`src/rtl/vfc_ram.sv`:
```
`timescale 1ns / 1ps
module vfc_ram #(
   parameter int WIDTH = 32,
   parameter int DEPTH = 16
) (
   input  logic                     clock,
   input  logic                     wr_en,
   input  logic [$clog2(DEPTH)-1:0] wr_addr,
   input  logic [WIDTH-1:0]         wr_data,
   input  logic [$clog2(DEPTH)-1:0] rd_addr,
   output logic [WIDTH-1:0]         rd_data
);
   logic [WIDTH-1:0] mem [DEPTH];

   always_ff @(posedge clock) begin
      if (wr_en) mem[wr_addr] <= wr_data;
      rd_data <= mem[rd_addr];
   end
endmodule

```
`config.mk`:
```
export PLATFORM = sky130hd
export DESIGN_NAME = vfc_ram
export DESIGN_NICKNAME = d
export VERILOG_FILES = /design/src/rtl/vfc_ram.sv
export SDC_FILE = /design/constraint.sdc
export NUM_CORES = 1
export LEC_CHECK = 0
export BUFFER_PORTS_ARGS = -buffer_cell sky130_fd_sc_hd__clkbuf_2
export CAP_MARGIN = 25
export CORE_UTILIZATION = 40
export DETAILED_ROUTE_END_ITERATION = 16
export SLEW_MARGIN = 20
export SYNTH_ARGS = -nofsm -noshare
export SYNTH_HDL_FRONTEND = slang
export SYNTH_SLANG_ARGS = --single-unit
```
`constraint.sdc`:
```
create_clock -name clock -period 8.3 [get_ports clock]
set_input_delay 1.66 -clock clock [delete_from_list [all_inputs] [get_ports clock]]
set_output_delay 1.66 -clock clock [all_outputs]
set_load 0.1 [all_outputs]
```
==> summary.txt, run 1 <==
# diodes -> 0
post-cts hold buffer count -> 0
I/O pin count -> 74
Die Span X -> 225 µm
row count -> 81
Synth Register Bits -> 544
final hold vios -> 0
setup_tns -> 0 ns
top area cells in the synthesized netlist -> edfxtp_1 77%, mux4_2 15%, dfxtp_1 3.2%, a22oi_1 2.4%, nand2_1 0.62%
die area -> 50500 µm²
async set-or-reset flop fraction in the synthesized netlist -> 0
setup bufs post-CTS -> 0
share of cells above drive strength 1 -> 0.328
Tmin final -> 3.47 ns
dpl cells -> 1556
syn_nets -> 880
P per Cell Area -> 258 nW/µm²
DRC -> 0
ys flop type -> edfxtp_1
post-CTS sizing -> 0
vias in the first global route -> 9525
Fin Hold WS -> 0.665 ns
Worst Setup End Kind -> flip-flop
Worst-path clk slew -> 0.06 ns
DR iter-0 viols -> 878
via count -> 8910
CP max FO -> 58
via/cell ratio -> 5.38
first-pass GRT wire length -> 63500 µm
Routed Wire Length -> 42700 µm
cell area after synthesis -> 19900 µm²
CTS Root Cell -> clkbuf_16
Critical Path Start Type -> input port
DP HPWL -> 20300 µm
largest net degree at the start of global routing -> 62
Worst EP required -> 8.79 ns
post-synthesis sequential area ratio -> 0.807
gpl congestion -> 0.670
P&R area growth vs syn -> 15.8%
Max-slew headroom -> 0.401
Synth Warn # -> 0
number of enable flip-flop cells after synthesis -> 512
core area -> 49000 µm²
CTS tree -> built
Lkg Pwr -> 0.00736 µW
RSZ-0062 raised after global routing -> no
First-pass DRT Iterations -> 5
total gr overflow -> 0
count of final setup violators -> 0
Final Max Slew Viols -> 0
Worst-Margin Slew -> 0.899 ns
total power -> 5940 µW
syn_area_per_cell -> 23.7 µm²
WL/cell -> 25.8 µm
PortBufs -> 73
initial antenna violation count -> 3
CTS H-tree depth -> 2
final antenna-violating net count -> 0
MaxCap Viol Count -> 0
VDD IR max -> 153 µV
top-count cell post-synth -> edfxtp_1
clock sinks -> 544
Tightest Hold Check Type -> reg2reg
post-synth cell types -> 18
Synth Instances -> 838
TritonCTS Buffers -> 54
Achievable Freq -> 288 MHz
fin cells -> 1657
CP Class -> in2reg
post-synth top area cell -> edfxtp_1
GRT Total Usage -> 0.176
Fin Clk Skew -> 0.0108 ns
top cell type's share of synthesized area -> 0.774
Clock Path Buffers -> 3
status -> completed
Die H -> 225 µm
initial core utilization -> 0.406
Clk Latency, worst-skew pair -> 0.59 ns
commonest cells in the netlist -> 512 x edfxtp_1, 128 x mux4_2, 64 x a22oi_1
part of the cycle the worst path needs -> 0.418
Final nets -> 990
Worst Path Arrival -> 3.96 ns
where the power goes:
part / switching, µW / internal [µW]
logic: 286 / 107
clock network: 988 / 1470
registers: 19.6 / 3070
total: 1290 / 4650
final cells by class:
| type | count | area (µm²) |
|---|---|---|
| Timing Repair Buffer | 97 | 569 |
| Fill cell | 3991 | 26000 |
| Clock inverter | 23 | 201 |
| Sequential cell | 544 | 16000 |
| Tap cell | 664 | 831 |
| Clock buffer | 78 | 1620 |
| Multi-Input combinational cell | 251 | 3750 |
critical path, stage by stage:
cell and delay, ns:
clkbuf_8 0.57, buf_4 0.76, mux4_2 0.61, a22oi_1 0.23, nand2_1 0.07
cells by family after synthesis:
| kind of cell | synth area share |
|---|---|
| simple gates | 0.0127 |
| flops | 0.807 |
| compound gates | 0.0242 |
| buf+inv | 0.0112 |
| mux | 0.145 |
per-layer routing:
metal  up-vias  share of wire  track usage
li1       3795              -            -
met1      4786           0.44        0.248
met2       255           0.48        0.277
met3        68          0.060       0.0328
met4         6          0.022       0.0555
met5         -        0.00089            0
state kept, by name, summed over array words and instances (netlist names):
register,flops
mem,512
rd_data,32
cell usage in the layout, fill, tap and decap left out:
cell         n
clkbuf_2    71
nor2_4      13
clkbuf_1    10
dfxtp_1     32
bufinv_16    4
clkbuf_8    12
clkbuf_16   57
buf_12       1
clkinv_1    11
and2_2       1
nand3_1      1
nand3b_1     2
a22oi_1     64
nor3_2       4
buf_4       24
clkinv_2     8
edfxtp_1   512
nand2b_1     2
or3b_2       1
nor2b_4      2
mux4_2     128
nand2_1     33
worst paths after layout:
| kind | end | depth (start not counted) | startpoint | slack (ns) |
|---|---|---|---|---|
| max reg2reg | rd_data[17]$_DFF_P_ | 3 | mem[3][17]$_DFFE_PP_ | 6.99 |
| min | rd_data[26]$_DFF_P_ | 3 | mem[15][26]$_DFFE_PP_ | 0.67 |
| min reg2reg | rd_data[26]$_DFF_P_ | 3 | mem[15][26]$_DFFE_PP_ | 0.67 |
| max | rd_data[25]$_DFF_P_ | 5 | rd_addr[0] | 4.83 |
metrics by stage:
stage | utilization | area, µm² | setup WS (ns)
detailed placement | 0.432 | 21200 | 4.11
finish | 0.469 | 23000 | 4.83
global route | 0.469 | 23000 | 4.57
floorplan | - | 19900 | 3.46
CTS | 0.469 | 23000 | 4.76
global placement | 0.432 | 21100 | 4.13
(Power assumes the default switching activity.)
==> inputs of run 2 (changes only) <==
==> constraint.sdc (replaced) <==
create_clock -name clock -period 2.9 [get_ports clock]
set_input_delay 0.58 -clock clock [delete_from_list [all_inputs] [get_ports clock]]
set_output_delay 0.58 -clock clock [all_outputs]
set_load 0.1 [all_outputs]
==> run 2 against run 1 <==
Against the previous run:
- non-clock buffer count is 15 higher
- sequential cell count is the same
- critical path depth shrank 4
- setup slack worse by 4.0 ns
- worst hold slack worse by 0.28 ns
- combinational power increased to 3.0 times the previous value
- via count down 0.70%
- power increased to 2.8 times the previous value
- critical endpoint is now rd_data[19]
==> summary.txt, run 2 (synthesis gave the netlist of run 1 again) <==
I/O pin count -> 74 (unchanged)
first-pass GRT wire length -> 60900 µm (-4.1%)
core area -> 49000 µm² (unchanged)
DRC -> 0 (unchanged)
die area -> 50500 µm² (unchanged)
Cells on Worst Hold Path -> 1 (-2)
MaxCap Viol Count -> 0 (unchanged)
setup_tns -> 0 ns (unchanged)
count of final setup violators -> 0 (unchanged)
DP HPWL -> 21000 µm (+3.7%)
Lkg Pwr -> 0.00748 µW (+1.6%)
Achievable Freq -> 485 MHz
GRT Total Usage -> 0.167 (-0.00828)
Worst-Margin Slew -> 1.03 ns (+0.134 ns)
P&R area growth vs syn -> 17.5%
CTS H-tree depth -> 2 (unchanged)
share of cells above drive strength 1 -> 0.335 (+0.00669)
Routed Wire Length -> 40800 µm (-4.4%)
Worst Setup End Kind -> output pin
clock sinks -> 544 (unchanged)
R2R setup slack -> 1.54 ns (-5.45 ns)
Critical Path Start Type -> flip-flop
total gr overflow -> 0 (unchanged)
via count -> 8848 (-0.70%)
commonest non-fill, non-tap cell in the layout -> edfxtp_1
Hold Path Origin -> wr_data[13]
Max-slew headroom -> 0.311 (-0.0894)
setup bufs post-CTS -> 0 (unchanged)
vias in the first global route -> 9308 (-2.3%)
pre-CTS WS -> 0.655 ns (-3.46 ns)
CTS Root Cell -> clkbuf_16
final antenna-violating net count -> 0 (unchanged)
r2r startpoint -> mem[10][3]$_DFFE_PP_
VDD IR max -> 451 µV (+190%)
# diodes -> 0 (unchanged)
Largest Register -> mem
Fin Hold WS -> 0.388 ns (-0.278 ns)
fin cells -> 1673 (+0.97%)
worst path buffer plus inverter count -> 1 (-1)
Final Max Slew Viols -> 0 (unchanged)
Die Span X -> 225 µm (unchanged)
Critical Path Slowest Stage Cell -> clkbuf_2
Worst-path clk slew -> 0.06 ns (about the same)
Clk Latency, worst-skew pair -> 0.59 ns (about the same)
row count -> 81 (unchanged)
Crit Reg-Reg Endpoint -> rd_data[3]$_DFF_P_
RSZ-0062 raised after global routing -> no
PortBufs -> 73 (unchanged)
worst path cell trace -> clkbuf_2
Final WS setup -> 0.839 ns (-3.99 ns)
CTS tree -> built
via/cell ratio -> 5.29 (-1.6%)
First-pass DRT Iterations -> 5 (unchanged)
initial antenna violation count -> 4 (+1)
Tightest Hold Check Type -> in2reg
Worst Hold End -> mem[12][13]$_DFFE_PP_
post-CTS sizing -> 0 (unchanged)
P per Cell Area -> 720 nW/µm² (+180%)
Final nets -> 1006 (+1.6%)
WL/cell -> 24.4 µm (-5.3%)
Largest regs -> mem: 512 flops, rd_data: 32 flops
R2R depth -> 3 (unchanged)
Max stage delay on crit path -> 0.49 ns (-0.27 ns)
Clock Path Buffers -> 3 (unchanged)
CP Class -> reg2out
Worst Path Arrival -> 1.48 ns (-2.48 ns)
gpl congestion -> 0.689 (+2.8%)
post-cts hold buffer count -> 0 (unchanged)
dpl cells -> 1571 (+0.96%)
largest net degree at the start of global routing -> 42 (-32%)
Tmin final -> 2.06 ns
CP top delay family -> buffers and inverters
Worst EP required -> 2.32 ns (-6.47 ns)
most frequent cells in the layout -> 512 x edfxtp_1, 128 x mux4_2, 71 x clkbuf_2, 64 x a22oi_1, 57 x clkbuf_16
Die H -> 225 µm (unchanged)
max reg flops -> 512 (unchanged)
CP max FO -> 1 (-98%)
TritonCTS Buffers -> 55 (+1.9%)
Fin Clk Skew -> 0.0115 ns (+0.000634 ns)
final hold vios -> 0 (unchanged)
part of the cycle the worst path needs -> 0.711
status -> completed
DR iter-0 viols -> 796 (-9.3%)
initial core utilization -> 0.406 (unchanged)
run 2: layout make-up:
type,instances,area [µm²]
clock buffer,87,1630
clock inverter,15,123
fill,3941,25600
multi-input combinational,251,3770
sequential,544,16000
tap,664,831
timing repair buffer,112,961
run 2: per-stage QoR:
stage               power, µW   util  cell area, µm²
finish                  16800  0.477           23300
global route            17300  0.477           23300
CTS                     17000  0.477           23300
detailed placement      10200  0.441           21600
global placement        10200  0.441           21600
floorplan                9800      -           19900
run 2: worst max path at each step:
stage	slack, ns	startpoint	depth (start not counted)	to
floorplan	0.01	wr_addr[2]	2	mem[1][0]$_DFFE_PP_
global placement	0.66	rd_addr[0]	6	rd_data[2]$_DFF_P_
detailed placement	0.66	rd_addr[0]	6	rd_data[5]$_DFF_P_
CTS	0.79	rd_data[19]$_DFF_P_	1	rd_data[19]
global route	0.75	rd_data[19]$_DFF_P_	1	rd_data[19]
finish	0.84	rd_data[19]$_DFF_P_	1	rd_data[19]
run 2: routing by layer:
layer,track usage,wire length (µm),vias to the layer above
met2,0.251,18900,213
met1,0.249,18800,4734
met5,0,50,-
li1,-,-,3829
met4,0.0467,701,8
met3,0.0347,2410,64
run 2: power breakdown:
group	total, µW	switching (µW)	internal, µW
logic	1160	815	341
registers	8850	57.7	8790
clock network	6790	2780	4010
total	16800	3650	13100
==> inputs of run 3 (changes only) <==
==> constraint.sdc (replaced) <==
create_clock -name clock -period 1.67 [get_ports clock]
set_input_delay 0.334 -clock clock [delete_from_list [all_inputs] [get_ports clock]]
set_output_delay 0.334 -clock clock [all_outputs]
set_load 0.1 [all_outputs]
==> run 3 against run 2 <==
Against the previous run:
- routed wire length up 3.2%
- utilization up 1.4 points
- clock skew down 0.0029 ns
==> summary.txt, run 3 (synthesis gave the netlist of run 1 again) <==
final antenna-violating net count -> 0 (unchanged)
Largest Register -> mem
share of cells above drive strength 1 -> 0.368 (+0.0333)
part of the cycle the worst path needs -> 0.975
initial core utilization -> 0.406 (unchanged)
Switch Pwr -> 6470 µW (+77%)
Fin Clk Skew -> 0.00852 ns (-0.00294 ns)
Critical Path Slowest Stage Cell -> dfxtp_1
first-pass GRT wire length -> 62500 µm (+2.7%)
CP max FO -> 1 (unchanged)
VDD IR max -> 729 µV (+62%)
Critical Path Start Type -> flip-flop
CP top delay family -> flip-flops
Clk Latency, worst-skew pair -> 0.59 ns (about the same)
Achievable Freq -> 614 MHz
Tightest Hold Check Type -> in2reg
P per Cell Area -> 1230 nW/µm² (+72%)
GRT Total Usage -> 0.172 (+0.00444)
WL/cell -> 24.6 µm (+0.83%)
commonest non-fill, non-tap cell in the layout -> edfxtp_1
PortBufs -> 73 (unchanged)
Worst Setup End Kind -> output pin
CP Class -> reg2out
die area -> 50500 µm² (unchanged)
Die Span X -> 225 µm (unchanged)
via count -> 9093 (+2.8%)
Worst Path Arrival -> 1.29 ns (-0.19 ns)
DP HPWL -> 23900 µm (+14%)
Hold Path Origin -> wr_data[13]
Tmin final -> 1.63 ns
First-pass DRT Iterations -> 5 (unchanged)
via/cell ratio -> 5.31 (+0.43%)
largest net degree at the start of global routing -> 33 (-21%)
clock sinks -> 544 (unchanged)
count of final setup violators -> 0 (unchanged)
Pint -> 23200 µW (+76%)
setup_tns -> 0 ns (unchanged)
r2r startpoint -> mem[11][6]$_DFFE_PP_
Worst-path clk slew -> 0.06 ns (about the same)
# diodes -> 0 (unchanged)
most frequent cells in the layout -> 512 x edfxtp_1, 128 x mux4_2, 64 x a22oi_1, 57 x clkbuf_16, 41 x buf_4
CP startpoint -> rd_data[17]$_DFF_P_
fin cells -> 1712 (+2.3%)
DRC -> 0 (unchanged)
vias in the first global route -> 9678 (+4.0%)
gpl congestion -> 0.699 (+1.4%)
power share of the clock group -> 0.408 (+0.004)
Max-slew headroom -> 0.706 (+0.395)
Largest regs -> mem: 512 flops, rd_data: 32 flops
P&R area growth vs syn -> 20.9%
status -> completed
Clock Path Buffers -> 3 (unchanged)
worst path buffer plus inverter count -> 1 (unchanged)
pre-CTS WS -> -0.209 ns (-0.864 ns)
TritonCTS Buffers -> 54 (-1.8%)
Max stage delay on crit path -> 0.36 ns (-0.13 ns)
worst path cell trace -> clkbuf_4
Placement Cell Area -> 22100 µm² (+2.4%)
Final Max Slew Viols -> 0 (unchanged)
switching part of the total -> 0.218 (+0.000803)
row count -> 81 (unchanged)
max reg flops -> 512 (unchanged)
sequential power share -> 0.518 (-0.009)
Worst EP required -> 1.34 ns (-0.98 ns)
DR iter-0 viols -> 812 (+2.0%)
CTS H-tree depth -> 2 (unchanged)
MaxCap Viol Count -> 0 (unchanged)
Final WS setup -> 0.0424 ns (-0.797 ns)
CTS Root Cell -> clkbuf_16
RSZ-0062 raised after global routing -> no
I/O pin count -> 74 (unchanged)
total gr overflow -> 0 (unchanged)
initial antenna violation count -> 2 (-2)
CTS tree -> built
Final nets -> 1045 (+3.9%)
design area -> 24000 µm² (+2.9%)
final hold vios -> 0 (unchanged)
core area -> 49000 µm² (unchanged)
Routed Wire Length -> 42100 µm (+3.2%)
Worst-Margin Slew -> 0.441 ns (-0.592 ns)
dpl cells -> 1611 (+2.5%)
Die H -> 225 µm (unchanged)
combinational share of power -> 0.074 (+0.005)
Lkg Pwr -> 0.00780 µW (+4.2%)
setup bufs post-CTS -> 0 (unchanged)
==> run 3: cell types whose count changed in the layout (fill, tap and decap cells not counted), moves of 6 or more <==
cell	previous run	this run
buf_12	23	40
clkbuf_4	0	26
clkbuf_1	21	14
buf_4	16	41
clkbuf_2	71	39
clkinv_2	8	14
==> run 3: power by group through the flow <==
stage          registers, µW  clock network [µW]  logic [µW]
2_1_floorplan          16300                   0         755
3_3_place_gp           15600                   0        2140
3_5_place_dp           15600                   0        2160
4_1_cts                15400               12400        2230
5_1_grt                15400               12800        2320
6_report               15400               12100        2190
==> run 3: path summary, 6_finish.rpt <==
path	slack [ns]	depth (start not counted)	to
setup / recovery	0.04	1	rd_data[17]
hold / removal	0.14	1	mem[14][13]$_DFFE_PP_
setup reg to reg	0.33	3	rd_data[6]$_DFF_P_
hold reg to reg	0.66	3	rd_data[8]$_DFF_P_
==> run 3: stage by stage <==
step                      utilization  hold slack (ns)  power (µW)
final                           0.491            0.137       29600
after global routing            0.491            0.156       30500
after CTS                       0.491            0.102       30000
after detailed placement        0.452            0.651       17800
after global placement          0.452            0.650       17800
after floorplan                     -            0.433       17000
==> run 3: what timing repair did <==
| item | CTS | global route |
|---|---|---|
| endpoints found under the setup margin | 32 | 2 |
| gates resized for setup | 37 | 2 |
| hold buffers | 0 | 0 |
==> run 3: worst register-to-register path: cells and delay by family, from the launching register on <==
family           cells  cell delay (ns)
flip-flops           1             0.35
multiplexers         1             0.47
AO/OA/AOI/OAI        1             0.24
AND/OR/NAND/NOR      1             0.14
==> run 3: final cells by class <==
class                   count  area [µm²]
clock inverters            26         259
flip-flops and latches    544       16000
fillers                  3921       24900
repair buffers            152        1580
clock buffers              75        1530
well taps                 664         831
multi-input cells         251        3790
==> run 3: routing by layer <==
metal	part of all wire	up-vias	wire length, µm	GRT usage
met4	0.017	4	734	0.0421
met2	0.47	219	20000	0.269
met3	0.052	62	2210	0.0331
met5	0.00069	-	29	0
met1	0.46	4904	19200	0.249
li1	-	3904	-	-
